`config.mk`:
```
export PLATFORM = sky130hd
export DESIGN_NAME = bsps_sqrt
export DESIGN_NICKNAME = d
export VERILOG_FILES = /design/src/design/bsps_sqrt.sv
export SDC_FILE = /design/constraint.sdc
export NUM_CORES = 1
export LEC_CHECK = 0
export ABC_AREA = 1
export BUFFER_PORTS_ARGS = -buffer_cell sky130_fd_sc_hd__clkbuf_2
export CAP_MARGIN = 40
export CORE_MARGIN = 4
export CORE_UTILIZATION = 45
export CTS_CLUSTER_DIAMETER = 120
export DETAILED_ROUTE_END_ITERATION = 8
export PLACE_DENSITY = 0.68
export SLEW_MARGIN = 20
export SYNTH_ARGS = -nofsm -noshare
export SYNTH_HDL_FRONTEND = slang
export SYNTH_SLANG_ARGS = --single-unit
```
`constraint.sdc`:
```
create_clock -name clk -period 1.4 [get_ports clk]
set_input_delay 0.14 -clock clk [delete_from_list [all_inputs] [get_ports clk]]
set_output_delay 0.14 -clock clk [all_outputs]
set_load 0.05 [all_outputs]
```
`src/design/bsps_sqrt.sv`:
```
`default_nettype none

// Pipelined digit-by-digit integer square root, one root bit per stage.
// Gives floor root and remainder x - root^2.
module bsps_sqrt #(
  parameter int LANES = 1,
  parameter int XW    = 8,
  parameter int SW    = 1
) (
  input  wire logic                          clk,
  input  wire logic                          rst,
  input  wire logic                          in_valid,
  input  wire logic [LANES-1:0][XW-1:0]      x,
  input  wire logic [SW-1:0]                 side_in,
  output logic                               out_valid,
  output logic [LANES-1:0][XW/2-1:0]         root,
  output logic [LANES-1:0][XW/2+1:0]         rem,
  output logic [SW-1:0]                      side_out
);

  localparam int RW  = XW / 2;
  localparam int RMW = RW + 2;

  logic                       vld [0:RW];
  logic [LANES-1:0][XW-1:0]   xs  [0:RW];
  logic [LANES-1:0][RMW-1:0]  rm  [0:RW];
  logic [LANES-1:0][RW-1:0]   rt  [0:RW];
  logic [SW-1:0]              sd  [0:RW];

  assign vld[0] = in_valid;
  assign xs[0]  = x;
  assign rm[0]  = '0;
  assign rt[0]  = '0;
  assign sd[0]  = side_in;

  for (genvar j = 0; j < RW; j++) begin : g_stage
    logic [LANES-1:0][RMW-1:0] rm_next;
    logic [LANES-1:0][RW-1:0]  rt_next;
    logic [LANES-1:0][RMW-1:0] rsh;
    logic [LANES-1:0][RMW-1:0] trial;

    always_comb begin
      for (int l = 0; l < LANES; l++) begin
        rsh[l]   = {rm[j][l][RMW-3:0], xs[j][l][XW-1:XW-2]};
        trial[l] = (RMW'(rt[j][l]) << 2) | RMW'(1);
        if (rsh[l] >= trial[l]) begin
          rm_next[l] = rsh[l] - trial[l];
          rt_next[l] = {rt[j][l][RW-2:0], 1'b1};
        end else begin
          rm_next[l] = rsh[l];
          rt_next[l] = {rt[j][l][RW-2:0], 1'b0};
        end
      end
    end

    always_ff @(posedge clk) begin
      if (rst) begin
        vld[j+1] <= 1'b0;
      end else begin
        vld[j+1] <= vld[j];
      end
      for (int l = 0; l < LANES; l++) begin
        xs[j+1][l] <= {xs[j][l][XW-3:0], 2'b00};
      end
      rm[j+1] <= rm_next;
      rt[j+1] <= rt_next;
      sd[j+1] <= sd[j];
    end
  end

  assign out_valid = vld[RW];
  assign root      = rt[RW];
  assign rem       = rm[RW];
  assign side_out  = sd[RW];

endmodule

`default_nettype wire

```
Word level (Yosys, flattened, before mapping)

Cells that the tools add are included.

Register bits: 47
Latch bits: 0
Memory bits (writable): 0
Memory bits (read-only): 0
Logic and storage cells: 36
Memories kept: 0

$add $sub $neg: 4
Multipliers: 0
Divide/modulo/power cells: 0
$lt $le $gt $ge: 4
Equality and inequality tests: 0
Shift-type cells: 0
Muxes and demuxes: 8
Bitwise logic cells: 0
Reduce and logical (&&, ||, !) cells: 0

Operator list:

| cell                                                | number |
|---|---|
| two-way mux 4 bit                                   | 2 |
| >= comparator 6 x 3 -> 1 bit                        | 1 |
| >= comparator 6 x 4 -> 1 bit                        | 1 |
| >= comparator 6 x 5 -> 1 bit                        | 1 |
| two-way mux 6 bit                                   | 1 |
| subtractor 6 x 5 -> 6 bit                           | 1 |
| two-way mux 1 bit                                   | 4 |
| subtractor 4 x 3 -> 4 bit                           | 1 |
| subtractor 4 bit                                    | 1 |
| subtractor 2 x 1 -> 3 bit, second input constant    | 1 |
| >= comparator 2 x 1 -> 1 bit, second input constant | 1 |
| two-way mux 2 bit                                   | 1 |

Logic depth before layout (Yosys ltp)

Depth after elaboration: 2
Depth in mapped cells: 9

Worst setup path after synthesis

Ideal clock, no wire load.

Path kind: flip-flop to flip-flop
From: reg rt (netlist bit g_stage[3].trial[3])
To: reg rm (netlist bit rem[5])
Setup time: 0.114 ns
Arrival: 1.177 ns
Required time: 1.286 ns
Slack: 0.109 ns
Cell stages (with the launch flop): 9
Buffers on the path: 0
Cell sequence: dfxtp_1 > inv_1 > ha_1 > a21oi_1 > nand2_1 > nand2_2 > nand2_4 > nand2_1 > nor2_2

RTL lines:

| item                            | RTL line | text |
|---|---|---|
| start, declared                 | 27       | `logic [LANES-1:0][RW-1:0] rt [0:RW];` |
| start signal, assigned by index | 66       | `rt[j+1] <= rt_next;` |
| end signal, assigned by index   | 65       | `rm[j+1] <= rm_next;` |
| end, declared                   | 26       | `logic [LANES-1:0][RMW-1:0] rm [0:RW];` |

==> reports/results.ini <==
[outcome]
status = finished, final reports clean

[cells_and_area]
areaGrowthSynthToFinish_pct = 30.5
multi_input_area_sq_um = 631
fin_area_sq_um = 2130
seq_area_sq_um = 948
drive_gt1_frac = 0.272
num_antenna_cells = 0
finalNetCount = 251
fillers = 287

[clock_network]
cts.path.max_buffers = 2
clk_pin_slew_ps = 120
cts-buffers-inserted = 5
cts_tree = yes
clock_latency_ps = 340
cts_root_buf = clkbuf_4
htreeDepth = 2
cts_sinks = 47

[detailed_routing]
wl_per_cell_um = 9.14
dr.pass1.iters = 4
vias_per_cell = 4.39
drc = 0
vias = 1203
drtIter0Drc = 33
ant_nets = 0
drt-total-wl_mm = 2.50

[critical_path]
worstSetupEndpointType = register
rrSetupSlack_ps = 100
r2r_start = g_stage[3].trial[3]$_DFF_P_
ff2ff_path_depth = 8
crit_start = g_stage[3].trial[3]$_DFF_P_
path_class = reg -> reg
crit_fanout = 7
rr_endpoint = rem[2]$_DFF_P_
start_kind = register
worstPathRequired_ps = 1650
arrival_ps = 1550

[synth]
synth_edf_count = 0
yosysMostFrequentCell = dfxtp_1
yosys.area.top_type = dfxtp_1
yosys.area.top_type_share = 0.577
syn_area_per_cell_sq_um = 9.11
synth_common_cells = dfxtp_1, nand2_1, inv_1
synth_seq_cells = 47
async_flop_share = 0
netlist-cell-type-count = 22
ys_seq_area_frac = 0.577
syn_area_sq_um = 1630
synthCells = 179
synthFlopType = dfxtp_1
ys_top_cells_by_area = dfxtp_1, ha_1, nand2_1
syn_nets = 203
ys_warn_count = 0

[power]
power_frac_clock = 0.220
p_comb_frac = 0.334
ir_drop_mv = 0.792
p_leak_nw = 1.09
power.net_switching_w = 0.00129
switching_share = 0.351
p_seq_frac = 0.446
power_density_nw_per_um2 = 1720
internal_power_w = 0.00238

[sta]
post-route-period-util = 0.931
finalClockSkew_ps = 5.31
setup_viol = 0
whs_ps = 338
tns_ps = 0
slew_viol_final = 0
fmax_mhz = 767
period_minus_slack_ps = 1300
hold_viol_final = 0
rsz0062_at_grt = true

[global_routing]
antenna_found_initial = 0
grt_remaining_overflow = 0
first_global_vias = 1026
grt_pass1_wl_mm = 4.22
grtUsageTotal = 0.124
grt_max_degree = 15

[hold_path]
hp-start = xs[21]$_DFF_P_
worstHoldPathCells = 0
hold_end = g_stage[3].rsh[1]$_DFF_P_
hold_class = reg -> reg

[placed_design]
io_buffers = 23
post_dp_cell_area_sq_um = 1830
hpwl_mm = 1.73
gp_congestion = 0.932

[floorplan]
io-pin-count = 24
fp.dieW_um = 68.2
initial_core_util = 0.478
die_height_um = 68.2
die_area_sq_um = 4650
std_cell_rows = 21
core_area_sq_um = 3420

[job]
maxCapViolCount = 0

## through the flow
step                 util  power [W]  cells  setup WS (ps)
detailed placement  0.537    0.00277    252          -25.7
finish              0.623    0.00367    274           96.0
floorplan               -    0.00251    179            109
global placement    0.537    0.00276    252          -8.38
global route        0.623    0.00390    274          -14.0
CTS                 0.608    0.00365    273           25.9
## timing repair
action / CTS / global route
buffers inserted: 0 / 1
endpoints found under the setup margin: 5 / 11
pin swaps: 0 / 5
gates resized for setup: 2 / 14
hold buffers: 13 / 0
hold endpoints to repair: 14 / 0
## worst max-delay path, stage by stage (launching register included)
cell,delay [ps]
dfxtp_2,340
inv_1,50
ha_4,240
a21oi_2,150
nand2_2,80
nand2_2,120
nand2_4,90
nand3_1,70
nand2_1,60
## final cells by class
class | count | area share
Timing Repair Buffer | 41 | 0.133
Clock buffer | 6 | 0.0241
Inverter | 33 | 0.0582
Tap cell | 46 | 0.0270
Multi-Input combinational cell | 99 | 0.296
Clock inverter | 2 | 0.0165
Sequential cell | 47 | 0.445
## state kept, by name, summed over array words and instances, names as in the netlist
name	flops
g_stage.trial	6
sd	3
out_valid	1
side_out	1
vld	3
rem	6
g_stage.rsh	17
xs	6
root	4
## per-layer routing
metal | vias to the layer above | routed length, um | GRT usage
met5 | - | 0 | 0
met4 | 0 | 74 | 0.0521
met3 | 8 | 138 | 0.0493
met2 | 26 | 1270 | 0.213
met1 | 524 | 1020 | 0.135
li1 | 645 | - | -
## cells in the final DEF, fill, tap and decap left out, drive strengths merged
master       netlist  final
clkbuf             0     29
buf                0      5
nor3               3      3
nor2              13     13
bufinv             0      1
dlygate4sd3        0     13
ha                12     12
xor2               2      2
o21ai             10     10
nand3b             1      1
xnor2              1      1
inv               33     33
conb               1      1
or2                1      1
nand4              1      1
clkinv             0      1
nand2             38     38
nand3             13     13
dfxtp             47     47
a21oi              3      3
## how the worst max path moves through the flow
stage,to,slack [ps],depth (start not counted)
detailed placement,rem[2]$_DFF_P_,-30,8
global placement,rem[2]$_DFF_P_,-8,8
CTS,g_stage[3].rsh[5]$_DFF_P_,30,8
floorplan,rem[5]$_DFF_P_,110,8
global route,rem[2]$_DFF_P_,-10,8
finish,rem[2]$_DFF_P_,100,8
## kinds of logic (layout without fill, tap and decap cells)
kind of cell	Yosys count	in the layout	share of synthesized area
xor gates and xnor gates	3	3	0.0161
other	1	1	0.00230
DFF	47	47	0.577
and+or+nand+nor	70	70	0.192
AOI/OAI and AO/OA	13	13	0.0445
adders and majority gates	12	12	0.0920
buffers and inverters	33	82	0.0759
## power by group through the flow
stage / Sequential [W] / Clock, W / Combinational [W]
3_5_place_dp: 0.00165 / 0 / 0.00112
3_3_place_gp: 0.00166 / 0 / 0.00111
6_report: 0.00164 / 0.000808 / 0.00123
2_1_floorplan: 0.00203 / 0 / 0.000484
5_1_grt: 0.00166 / 0.000901 / 0.00134
4_1_cts: 0.00163 / 0.000847 / 0.00118
Note: power is estimated with default switching activity, not from simulation.
