File: src/design/bsps_div.sv
`default_nettype none

// Pipelined restoring divider, one quotient bit per stage, shared divisor.
module bsps_div #(
  parameter int LANES = 1,
  parameter int NW    = 8,
  parameter int DW    = 4,
  parameter int QW    = 4,
  parameter int SW    = 1
) (
  input  wire logic                        clk,
  input  wire logic                        rst,
  input  wire logic                        in_valid,
  input  wire logic [LANES-1:0][NW-1:0]    num,
  input  wire logic [DW-1:0]               den,
  input  wire logic [SW-1:0]               side_in,
  output logic                             out_valid,
  output logic [LANES-1:0][QW-1:0]         quo,
  output logic [SW-1:0]                    side_out
);

  localparam int CW = (NW > DW + QW) ? NW : DW + QW;

  logic                       vld [0:QW];
  logic [LANES-1:0][NW-1:0]   rem [0:QW];
  logic [LANES-1:0][QW-1:0]   qp  [0:QW];
  logic [DW-1:0]              dv  [0:QW];
  logic [SW-1:0]              sd  [0:QW];

  assign vld[0] = in_valid;
  assign rem[0] = num;
  assign qp[0]  = '0;
  assign dv[0]  = den;
  assign sd[0]  = side_in;

  for (genvar j = 0; j < QW; j++) begin : g_stage
    localparam int SH = QW - 1 - j;
    logic [CW-1:0]              dsh;
    logic [LANES-1:0][NW-1:0]   rem_next;
    logic [LANES-1:0][QW-1:0]   qp_next;

    assign dsh = CW'(dv[j]) << SH;

    always_comb begin
      for (int l = 0; l < LANES; l++) begin
        if (CW'(rem[j][l]) >= dsh) begin
          rem_next[l] = NW'(CW'(rem[j][l]) - dsh);
          qp_next[l]  = qp[j][l] | (QW'(1) << SH);
        end else begin
          rem_next[l] = rem[j][l];
          qp_next[l]  = qp[j][l];
        end
      end
    end

    always_ff @(posedge clk) begin
      if (rst) begin
        vld[j+1] <= 1'b0;
      end else begin
        vld[j+1] <= vld[j];
      end
      rem[j+1] <= rem_next;
      qp[j+1]  <= qp_next;
      dv[j+1]  <= dv[j];
      sd[j+1]  <= sd[j];
    end
  end

  assign out_valid = vld[QW];
  assign quo       = qp[QW];
  assign side_out  = sd[QW];

endmodule

`default_nettype wire

File: config.mk
export PLATFORM = sky130hd
export DESIGN_NAME = bsps_div
export DESIGN_NICKNAME = d
export VERILOG_FILES = /design/src/design/bsps_div.sv
export SDC_FILE = /design/constraint.sdc
export NUM_CORES = 1
export LEC_CHECK = 0
export BUFFER_PORTS_ARGS = -buffer_cell sky130_fd_sc_hd__buf_2
export CAP_MARGIN = 10
export CORE_MARGIN = 2
export CORE_UTILIZATION = 40
export DETAILED_ROUTE_END_ITERATION = 16
export PLACE_DENSITY = 0.69
export SLEW_MARGIN = 20
export SYNTH_ARGS = -nofsm -noshare
export SYNTH_HDL_FRONTEND = slang
export SYNTH_SLANG_ARGS = --single-unit
File: constraint.sdc
create_clock -name clk -period 6.1 [get_ports clk]
set_clock_uncertainty 0.05 [all_clocks]
set_input_delay 1.22 -clock clk [delete_from_list [all_inputs] [get_ports clk]]
set_output_delay 1.22 -clock clk [all_outputs]
set_load 0.01 [all_outputs]
* Word level (Yosys, flattened, before mapping)
Index checks and enable logic that the tools add are counted.
** Storage, ports and cells
- Output and inout bits :: 6
- Register bits :: 60
** Operators by class
- $add $sub $neg :: 3
- Mux-type cells :: 4
- $lt $le $gt $ge :: 4
** Operators by type and width (count)
- $mux W8 :: 3
- $ge A8 B4 Y1 :: 1
- $ge A8 B5 Y1 :: 1
- $ge A8 B6 Y1 :: 1
- $ge A8 B7 Y1 :: 1
- $sub A8 B5 Y8 :: 1
- $sub A8 B6 Y8 :: 1
- $sub A8 B7 Y8 :: 1
- $mux W4 :: 1

* Longest topological paths before layout
Gate-level depths: netlist of the first run.
- Depth after elaboration :: 2
- Gate-level depth with buffers :: 9

* Least setup slack after synthesis of the first run
Ideal clock, no wire load.
- Path kind :: in2reg
- Start point :: input port den[2]
- End point :: register rem[28] (netlist name)
- Buffers on the path :: 0
- Cell stages on the path :: 5
- Slack :: 3.281 ns
- Arrival :: 2.648 ns
- Cells stage by stage :: inv_1 > ha_1 > a21o_1 > a2111oi_4 > mux2_2
** RTL lines
- from (decl) :: line 15 : input wire logic [DW-1:0] den,
- to (signal, indexed assignment) :: line 62 : rem[j+1] <= rem_next;
- to (decl) :: line 25 : logic [LANES-1:0][NW-1:0] rem [0:QW];

==> results of run 1 <==
==> cell type report <==
class	count	area [µm²]	area share
inverter	22	82.6	0.0352
timing repair buffer	21	105	0.0448
clock inverter	3	68.8	0.0293
tap	67	83.8	0.0357
clock buffer	5	68.8	0.0293
sequential	54	1080	0.461
multi-input combinational	94	856	0.365
==> cells in the final DEF (no fill, tap or decap), types with 2 or more instances in the layout <==
cell,instances
dfxtp_1,54
inv_1,22
buf_2,21
ha_1,16
a21oi_1,6
a21o_1,6
mux2i_1,6
nor2b_1,5
xor2_1,5
mux2_2,5
clkbuf_8,5
nand2_1,4
o21ai_0,4
mux2_4,3
fa_1,3
nor4_1,2
o31ai_1,2
nor3_1,2
o211ai_1,2
nor2_1,2
or4b_1,2
bufinv_16,2
==> where the power goes <==
group          total [mW]  internal (mW)  switching [mW]
Clock               0.275          0.164           0.111
Sequential          0.449          0.419          0.0301
Combinational       0.207          0.108          0.0996
==> worst max-delay path, delay by kind of cell <==
| family | cells | cell delay [ps] |
|---|---|---|
| fa+ha+maj | 1 | 360 |
| buf+inv | 1 | 100 |
| mux | 1 | 400 |
| compound gates | 2 | 810 |
==> routing by layer <==
| layer | part of all wire | routed length, µm | vias up |
|---|---|---|---|
| li1 | - | - | 643 |
| met5 | 0 | 0 | - |
| met1 | 0.46 | 1320 | 555 |
| met2 | 0.48 | 1390 | 20 |
| met4 | 0.015 | 44 | 0 |
| met3 | 0.042 | 119 | 5 |
==> flip-flops by register name (all words and copies together) (netlist names) <==
signal	flops
out_valid	1
dv	12
rem	24
vld	3
quo	4
sd	3
qp	6
side_out	1
==> path summary, 6_finish.rpt <==
| check | slack, ps | cells after the start | to |
|---|---|---|---|
| worst max register to register | 3640 | 8 | rem[21] |
| worst min-delay path | 280 | 0 | qp[6] |
| worst min register to register | 280 | 0 | qp[6] |
| worst max-delay path | 3340 | 5 | rem[29] |
==> logic make-up (layout without fill, tap and decap cells) <==
kind of cell	count (synthesis)	count (layout)	synth area share
compound gates	30	30	0.112
xor+xnor	6	6	0.0260
fa+ha+maj	19	19	0.129
buf+inv	23	51	0.0433
flops	54	54	0.534
mux	14	14	0.0797
simple gates	25	25	0.0760
==> metrics by stage <==
stage / cells / setup WS [ps] / total power [mW]
5_1_grt: 266 / 3310 / 0.991
2_1_floorplan: 171 / 3280 / 0.617
4_1_cts: 266 / 3370 / 0.943
6_report: 266 / 3340 / 0.932
3_5_place_dp: 258 / 3050 / 0.668
3_3_place_gp: 258 / 3090 / 0.661
==> metrics.txt, run 1 <==
busiest grt layer met2; yosys warns 0; number of antenna violations at the first check in global routing 0; max-cap violations 0; share of layout cells above drive strength 1 0.206; CTS H-tree lvls 2; critical path launch point type primary input; Post-synth EDFFs 0; die area 5650 µm²; die width 75.1 µm; HP Class reg -> reg; unrepaired setup endpoints after global routing false; GP Congestion 0.800; count leader, synth dfxtp_1; crit-path max cell delay 570 ps; WP data arrival 2890 ps; clk_lat worst skew 300 ps; register area share after synthesis 0.534; WHS 281 ps; Avg Vias per Cell 4.60; DRT iter0 DRCs 50; TritonCTS clock tree yes; origin of the worst min-delay path qp[10]; Synth top area share 0.534; relative slew slack 0.658; CTS root buf clkbuf_8; WL per Instance 10.8 µm; Post-CTS Resized 0; Area contributors post-synth dfxtp_1 (53%), ha_1 (9.9%), inv_1 (4.1%); pin count of the biggest net entering global routing 18; Nets 233; library cells used by synthesis 39; ant diodes 0; crit path time final 2760 ps; buffer levels on the longest clock path 2; Setup CP Type in -> reg; fin area 2350 µm²; Worst EP required 6240 ps; cell taking the most area after synthesis dfxtp_1; Gate Count Post-Synth 171; asr flop ratio synth 0; final hold violation count 0; number of synthesized register bits 54; global-route wire length before repair 4.86 mm; IO Port Bufs 21; post-layout util 0.487; drc violations 0; Setup crit end kind register; leakage 1.09 nW; row cnt 25; final worst-path cycle share 0.452; setup violators final 0; Synth Flop Type dfxtp_1; Sinks on Clock Net 54; grt met2 use 0.188; Synth top cells by count dfxtp_1 (54), inv_1 (22), ha_1 (16); Max Clock Freq 363 MHz; DIE HEIGHT 75.1 µm; global-route track usage on met1 0.137; GR Overflow Total 0; clock transition at the registers of the reported paths 90 ps; post-synthesis cell area 2020 µm²; maximum fanout along the worst path 6; vias in the first global route 1154; Synthesized Nets 206; syn avg cell area 11.8 µm²; antenna-violating nets left 0; WL final 2.87 mm; Placeable Area 4820 µm²; Setup crit start num[5]; synthesis-to-finish area growth 15.9%; # fillers 459; pwr/cell area 397 nW/µm²; post-placement cell area 2210 µm²; status finished, final reports clean; VDD IR-drop max 146 µV; Slowest-stage cell, CP a2111oi_4; drt pass-1 iters 4; # IOs 22; R2R Path Start rem[26]; GRT Total Usage 0.115; Starting Density 0.420; Setup Fix Bufs, Post-CTS 0; crit-path cells buf_2 > ha_1 > a21o_1 > a2111oi_4 > mux2_2; worst slew pin tran 501 ps; DP HPWL 2.25 mm; Max Slew Vio Count 0; setup TNS 0 ps; DR vias 1223; number of CTS-inserted buffers 5; met3 usage in global routing 0.0375; CTS Hold Bufs 0
(Power assumes the default switching activity.)
==> inputs of run 2 (changes only) <==
clock period = 2.64 ns   (was 6.1 ns; I/O delays follow)
==> run 2 against run 1 <==
Effect of this change: critical path depth grew 3; utilization shrank 0.68 points; setup slack lost 3200 ps; global-route usage grew 0.48 points; sequential share of layout area grew 0.65 points; count of clock-buffer cells in the layout grew 2; final cell count is the same; clock power grew 77%; via count grew 0.98%; combinational power grew 130%; register-to-register slack lost 3500 ps; wire length shrank 1.2%.
==> metrics.txt, run 2 (synthesis results as in run 1) <==
status finished, final reports clean; Slowest-stage cell, CP or4b_1; R2R setup slack 180 ps; GP Congestion 0.732; Comb pwr share 0.238; WL final 2.83 mm; Hold Path Depth 1; WL per Instance 10.6 µm; Multi-input gate area 856 µm²; die area 5650 µm²; DIE HEIGHT 75.1 µm; Setup Fix Bufs, Post-CTS 0; DP HPWL 2.25 mm; ant diodes 0; Nets 233; origin of the worst min-delay path side_in; pwr/cell area 866 nW/µm²; vias in the first global route 1142; CTS root buf clkbuf_8; Buf/Inv on CP 2; Avg Vias per Cell 4.64; switch share 0.272; final hold violation count 0; post-placement cell area 2210 µm²; critical path launch point type register; # fillers 454; sequential power share 0.518; leakage 1.07 nW; max-cap violations 0; GRT Total Usage 0.120; Max Slew Vio Count 0; worst min-delay path endpoint sd[3]; R2R Path Start rem[26]; drt pass-1 iters 4; commonest non-fill, non-tap cell in the layout dfxtp_1; DRT iter0 DRCs 47; TritonCTS clock tree yes; IO Port Bufs 21; # IOs 22; clk_lat worst skew 300 ps; number of antenna violations at the first check in global routing 0; Sinks on Clock Net 54; number of CTS-inserted buffers 5; clock transition at the registers of the reported paths 90 ps; setup TNS 0 ps; final worst-path cycle share 0.932; Clock power frac 0.244; Setup crit end kind register; most frequent CP cell inv_1; crit-path max cell delay 610 ps; fin area 2310 µm²; WHS 270 ps; Pint 1.46 mW; FF-to-FF path depth 8; CTS H-tree lvls 2; buffer levels on the longest clock path 2; crit-path cells inv_1 > ha_1 > inv_1 > fa_1 > a21o_1 > a21oi_2 > or4b_1 > mux2_4; antenna-violating nets left 0; post-layout util 0.480; die width 75.1 µm; pin count of the biggest net entering global routing 17; worst r2r dst rem[21]; setup violators final 0; global-route wire length before repair 4.92 mm; Top Registers rem (24), dv (12), qp (6); Placeable Area 4820 µm²; Setup CP Type reg -> reg; unrepaired setup endpoints after global routing false; GR Overflow Total 0; WP data arrival 2610 ps; grt met2 use 0.192; drc violations 0; relative slew slack 0.646; CTS Hold Bufs 0; NetSw 0.545 mW; row cnt 25; maximum fanout along the worst path 5; VDD IR-drop max 287 µV; synthesis-to-finish area growth 14.3%; Final Total Pwr 2.00 mW; commonest cells after routing, fill and taps aside dfxtp_1 (54), inv_1 (22), buf_2 (21); worst slew pin tran 517 ps; Post-CTS Resized 0; DR vias 1235; HP Class in -> reg; share of layout cells above drive strength 1 0.206; storage element area 1080 µm²; Max Clock Freq 406 MHz; Worst EP required 2790 ps; most flop-heavy register rem; global-route track usage on met1 0.136; crit path time final 2460 ps; Crit path max-delay family simple AND/OR/NAND/NOR gates; busiest grt layer met2; Starting Density 0.420; max FFs per register 24; met3 usage in global routing 0.0495
==> run 2: worst register-to-register path: cells and delay by family (launching register included) <==
kind	cells	cell delay, ps
AOI/OAI and AO/OA	2	340
adders and majority gates	2	580
buffers and inverters	2	130
DFF	1	310
muxes	1	340
and+or+nand+nor	1	610
==> run 2: layout make-up <==
type                            instances  share of cell area
Tap cell                               67              0.0362
Sequential cell                        54               0.467
Multi-Input combinational cell         94               0.370
Inverter                               22              0.0357
Clock buffer                            7              0.0416
Timing Repair Buffer                   21              0.0454
Clock inverter                          1             0.00379
==> run 2: how the worst max path moves through the flow <==
stage                       start  cells after the start       to
final                     rem[26]                      8  rem[21]
after CTS                 rem[26]                      8  rem[21]
after detailed placement  rem[26]                      8  rem[19]
after global routing      rem[26]                      8  rem[19]
after global placement    rem[26]                      8  rem[19]
after floorplan           rem[26]                      9  rem[19]
==> run 2: power by group through the flow <==
stage          combinational, mW  sequential (mW)  clock (mW)
6_report                   0.477             1.04       0.488
5_1_grt                    0.541             1.06       0.544
4_1_cts                    0.483             1.04       0.506
3_5_place_dp               0.481             1.06           0
3_3_place_gp               0.472             1.06           0
2_1_floorplan              0.377             1.05           0
==> run 2: through the flow <==
step,cells,worst slack [ps]
finish,266,179
global route,266,44.3
CTS,266,164
detailed placement,258,180
global placement,258,247
floorplan,171,337
==> run 2: layer usage <==
| layer | vias up | share of wire |
|---|---|---|
| li1 | 647 | - |
| met1 | 552 | 0.45 |
| met2 | 26 | 0.46 |
| met3 | 10 | 0.046 |
| met4 | 0 | 0.035 |
| met5 | - | 0 |
